[src/hdl/ccmp_fifo.sv]
// Small register-file queue with occupancy count.
`timescale 1ns / 1ps
`default_nettype none
module ccmp_fifo #(
	parameter int AW = 4,
	parameter int W = 16
) (
	input  wire logic         clk,
	input  wire logic         arst_n,
	input  wire logic         push,
	input  wire logic [W-1:0] wdata,
	input  wire logic         pop,
	output logic [W-1:0]      rdata,
	output logic              empty
);
	logic [W-1:0] mem [0:(2**AW)-1];
	logic [AW-1:0] wr_ptr_q;
	logic [AW-1:0] rd_ptr_q;
	logic [AW:0]   count_q;
	logic          do_pop;

	assign empty  = (count_q == '0);
	assign do_pop = pop && !empty;
	assign rdata  = mem[rd_ptr_q];

	always_ff @(posedge clk) begin
		if (push) begin
			mem[wr_ptr_q] <= wdata;
		end
	end

	always_ff @(posedge clk or negedge arst_n) begin
		if (!arst_n) begin
			wr_ptr_q <= '0;
			rd_ptr_q <= '0;
			count_q  <= '0;
		end else begin
			if (push) begin
				wr_ptr_q <= wr_ptr_q + 1'b1;
			end
			if (do_pop) begin
				rd_ptr_q <= rd_ptr_q + 1'b1;
			end
			if (push && !do_pop) begin
				count_q <= count_q + 1'b1;
			end else if (!push && do_pop) begin
				count_q <= count_q - 1'b1;
			end
		end
	end
endmodule
`default_nettype wire

[config.mk]
export PLATFORM = sky130hd
export DESIGN_NAME = ccmp_fifo
export DESIGN_NICKNAME = d
export VERILOG_FILES = /design/src/hdl/ccmp_fifo.sv
export SDC_FILE = /design/constraint.sdc
export NUM_CORES = 1
export LEC_CHECK = 0
export BUFFER_PORTS_ARGS = -buffer_cell sky130_fd_sc_hd__buf_2
export CAP_MARGIN = 40
export CORE_UTILIZATION = 45
export CTS_BUF_LIST = sky130_fd_sc_hd__clkbuf_4
export CTS_CLUSTER_SIZE = 8
export DETAILED_ROUTE_END_ITERATION = 8
export PLACE_DENSITY = 0.72
export SETUP_SLACK_MARGIN = 0.3
export SLEW_MARGIN = 20
export SYNTH_ARGS = -nofsm -noshare
export SYNTH_HDL_FRONTEND = slang
export SYNTH_SLANG_ARGS = --single-unit
[constraint.sdc]
create_clock -name clk -period 3.55 [get_ports clk]
set_input_delay 0.355 -clock clk [delete_from_list [all_inputs] [get_ports clk]]
set_output_delay 0.355 -clock clk [all_outputs]
set_load 0.05 [all_outputs]
* Word level (Yosys, flattened, before mapping)
Memories as Yosys holds them, arrays and structs flattened. Cells that the tools add are included.
Word-level totals: bits in registers 13, memory bits (writable) 256, bits of input ports 20, output and inout bits 17, logic and storage cells 20, memories kept 1
Cells by class: $add $sub $neg 4, multiplexer cells 4, reduce and logical (&&, ||, !) cells 8
Memories:
- mem | depth 16, width 16, rd ports 1, clocked after Yosys merged registers in 0, write ports 1, line 16 | logic [W-1:0] mem [0:(2**AW)-1];
Operators with widths (count):
- 5-bit two-way mux | 2
- 4-bit by 1-bit adder with 4-bit output, second input constant | 2
- 5-bit by 1-bit adder with 5-bit output, second input constant | 1
- 5-bit zero test | 1
- 5-bit by 1-bit subtractor with 5-bit output, second input constant | 1
- 1-bit logical AND | 3
- 1-bit zero test | 3
- 1-bit two-way mux | 2
- 2-bit nonzero test | 1

* Longest topological paths before layout
depth after elaboration 6, gate-level depth with buffers 11, gate-level depth less buffers 11

* Worst setup path before layout
Ideal clock, no wire load.
path type register to register, start point register count_q[0], end point register count_q[4], library setup time 0.080 ns, arrival 2.848 ns, required time 3.470 ns, path slack 0.622 ns, stages on the path, launching flop included 12, buffers on the path 0, clock period less this slack 2.928 ns, path through dfrtp_1 > or4_1 > nor2_2 > nor2b_2 > inv_2 > ha_1 > inv_1 > ha_1 > a21o_1 > a21oi_1 > mux2i_1 > xnor2_1
On the way: word-level cells in the longest chain between the ends 6, elaborated cells between the ends (all ways) 11, those cells by class 2 x add/sub; 2 x mux; 7 x reduce/logical
Ends and longest elaborated chain:
- start: declaration | line 19 | logic [AW:0] count_q;
- start signal: assignment | line 45 | count_q <= count_q + 1'b1;
- start signal: assignment | line 47 | count_q <= count_q - 1'b1;
- 5-bit zero test (*) | line 22 | assign empty = (count_q == '0);
- net empty | line 14 | output logic empty
- 1-bit zero test (*) | line 23 | assign do_pop = pop && !empty;
- 1-bit logical AND (*) | line 23
- 1-bit zero test | line 44 | if (push && !do_pop) begin
- 1-bit logical AND | line 44
- 5-bit two-way mux or 2-bit nonzero test (tied branches)
The timed path passes the listed nets; every way through them passes the cells marked *. The select of a mux whose other input is x is not followed. A chain may end at the register's enable or synchronous reset.

* Worst setup path after layout
start point register rd_ptr_q[1], end point output rdata[15]
On the way: word-level cells in the longest chain between the ends 1
Ends and longest elaborated chain:
- start: declaration | line 18 | logic [AW-1:0] rd_ptr_q;
- start signal: assignment | line 42 | rd_ptr_q <= rd_ptr_q + 1'b1;
- memory 16 x 16 bit
- end: declaration | line 13 | output logic [W-1:0] rdata,
No other way between the ends.

==> impl_metrics.tcl <==
set metrics [dict create \
    status "complete, no violations" \
    ys_ff_latch 269 \
    syn_inst 556 \
    die_w_um 158 \
    hold_path_class "in2reg" \
    wl_met2_mm 11.4 \
    max_freq_ghz 0.323 \
    grt_use_total_pct 18.8 \
    gp_congestion 0.764 \
    cts_htree_levels 3 \
    start_util_pct 46.1 \
    clock_latency_ns 0.63 \
    r2r_cells 11 \
    numCtsBuffers 68 \
    criticalPathCategory "reg2out" \
    clock-skew-final_ns 0.0260 \
    min_to "wr_ptr_q[0]$_DFFE_PN0P_" \
    yosysUniqueCellTypes 37 \
    power.density_nw_per_um2 833 \
    required_ns 3.19 \
    crit_arrival_ns 2.75 \
    ios 37 \
    ys_async_sr_fraction_pct 4.83 \
    syn_nets 587 \
    setup_tns_ns 0 \
    antenna_cells 0 \
    hold_start "push" \
    r2r_slack_ns 0.86 \
    p_leak_nw 4.36 \
    syn_to_final_growth_pct 13.1 \
    grt_pass1_wl_mm 33.5 \
    clk_pin_slew_ns 0.06 \
    synth_top_cells_by_count "edfxtp_1 (256), mux2i_1 (65), mux4_2 (32)" \
    fin_ws_ns 0.450 \
    num-nets-final 696 \
    top_layer "met5" \
    nFillCells 1913 \
    die-area_um2 24800 \
    drt_first_pass_iters 5 \
    holdPathStages 2 \
    drc 0 \
    first_iter_violations 342 \
    worst-path-max-fanout 35 \
    rsz0062_at_grt "yes" \
    cts_max_path_buffers 3 \
    root_buffer "clkbuf_4" \
    avgViaCountPerCell 5.42 \
    setup_viol 0 \
    synth.avg_cell_area_um2 19.6 \
    rows 56 \
    synth.yosys.warnings 0 \
    cts.sink_count 269 \
    io_buffer_count 36 \
    finalCritPeriodShare_pct 87.3 \
    yosysMostFrequentCell "edfxtp_1" \
    ir_worst_vdd_v 0.000508 \
    die_h_um 158 \
    min_period_ns 3.10 \
    drt.antenna.violating_nets 0 \
    synth_edf_count 256 \
    grt_max_degree 37 \
    synth_top_area_share_pct 70.6 \
    dp_slack_ns 0.881 \
    final_hold_viol_count 0 \
    vias 5570 \
    slew_violations 0 \
    tritoncts "yes" \
    antenna_found_initial 1 \
    ys_seq_area_share_pct 73.6 \
    finalWirelength_mm 22.2 \
    coreArea_um2 23600 \
    place_hpwl_mm 13.3 \
    drv_cap 0 \
    first_global_vias 5867 \
    synth_top_cell_by_area "edfxtp_1" \
    r2r_end "count_q[4]$_DFFE_PN0P_" \
    layout-drive-gt1-share_pct 34.9 \
    end_kind "output pin" \
    slew_headroom_pct 43.4 \
    wl_per_cell_um 21.6 \
    wl_met3_mm 1.27 \
    synthTopCellsByArea "edfxtp_1 (71%), mux4_2 (6.6%), mux2i_1 (6.0%)" \
    worst_pin_slew_ns 0.846 \
    syn_area_um2 10900 \
    m1WireLength_mm 9.01 \
    startpoint_type "register" \
    regToRegStartpoint "count_q[0]$_DFFE_PN0P_" \
    grt_overflow_total 0 \
    synth_top_flop_cell "edfxtp_1" \
]
[layout make-up]
cell class | count | area (um^2) | share of cell area (%)
repair buffers | 71 | 482 | 3.91
flip-flops and latches | 269 | 8020 | 65.1
multi-input cells | 247 | 2590 | 21.1
clock inverters | 17 | 70.1 | 0.569
clock buffers | 96 | 721 | 5.85
well taps | 319 | 399 | 3.24
inverters | 8 | 30.0 | 0.244
[worst max-delay path by stage]
stage,startpoint,endpoint,depth (start not counted)
after floorplan,count_q[0]$_DFFE_PN0P_,count_q[4]$_DFFE_PN0P_,11
after global placement,count_q[0]$_DFFE_PN0P_,count_q[4]$_DFFE_PN0P_,11
after detailed placement,count_q[0]$_DFFE_PN0P_,count_q[4]$_DFFE_PN0P_,11
after CTS,rd_ptr_q[1]$_DFFE_PN0P_,rdata[15],7
after global routing,rd_ptr_q[0]$_DFFE_PN0P_,rdata[15],6
final,rd_ptr_q[1]$_DFFE_PN0P_,rdata[15],7
[power by group]
part | internal (W) | switching, W | leakage, nW
logic | 0.00136 | 0.00241 | 1.41
registers | 0.00386 | 0.000246 | 2.47
clock network | 0.00124 | 0.00115 | 0.480
[what timing repair did]
| item | 4_1_cts | 5_1_grt |
|---|---|---|
| gates resized for setup | 1 | 2 |
| cloned | 0 | 0 |
| endpoints found under the setup margin | 2 | 13 |
| hold buffers | 1 | 0 |
| hold endpoints to repair | 13 | 0 |
| buffers inserted | 0 | 1 |
[sequential cells by signal (all words and copies together) (netlist names)]
signal    flops
wr_ptr_q      4
mem         256
rd_ptr_q      4
count_q       5
[cell families (layout without fill, tap and decap cells)]
logic type,after synthesis,count (layout),synth area share (%)
adders and majority gates,11,11,1.33
xor gates and xnor gates,10,10,0.805
and+or+nand+nor,58,58,2.40
muxes,97,97,12.6
DFF,269,269,73.6
AOI/OAI and AO/OA,71,71,6.49
buffers and inverters,40,192,2.74
[placed cells by master, fill, tap and decap left out, types with 2 or more instances in the layout]
cell type    n
nor2_1      14
nand2_1     30
ha_1        10
o21ai_0     20
buf_2       36
nor3_2       4
inv_1        6
dfrtp_1     11
clkinv_1    11
clkbuf_4    96
nand2b_1     2
xor2_1       2
a221oi_2    30
inv_2        5
clkinv_2     2
a221oi_1     2
mux4_2      32
edfxtp_1   256
a22oi_1     16
a21oi_1      2
buf_4       29
buf_6        3
buf_12       2
mux2i_1     65
xnor2_1      8
[through the flow]
step / instance area (um^2) / hold WS [ns] / power, W / std cells / util [%]
finish: 12300 / 0.0496 / 0.0103 / 1027 / 52.1
global route: 12300 / 0.0369 / 0.0108 / 1027 / 52.1
CTS: 12300 / 0.00119 / 0.0104 / 1024 / 52.0
detailed placement: 11500 / 0.270 / 0.00793 / 910 / 48.6
global placement: 11500 / 0.266 / 0.00781 / 910 / 48.6
floorplan: 10900 / 0.0594 / 0.00709 / 556 / -
[worst max-delay path, cell delays in order (launching register included)]
cell	delay, ns
dfrtp_1	0.35
buf_6	0.36
nor2b_4	0.07
buf_4	0.25
a221oi_1	0.53
a22oi_1	0.17
nand2_1	0.09
buf_2	0.25
[routing by layer]
metal | vias up | track usage [%]
li1 | 2520 | -
met1 | 2813 | 22.4
met2 | 182 | 32.6
met3 | 53 | 5.04
met4 | 2 | 6.98
met5 | - | 0
(Power assumes the default switching activity.)
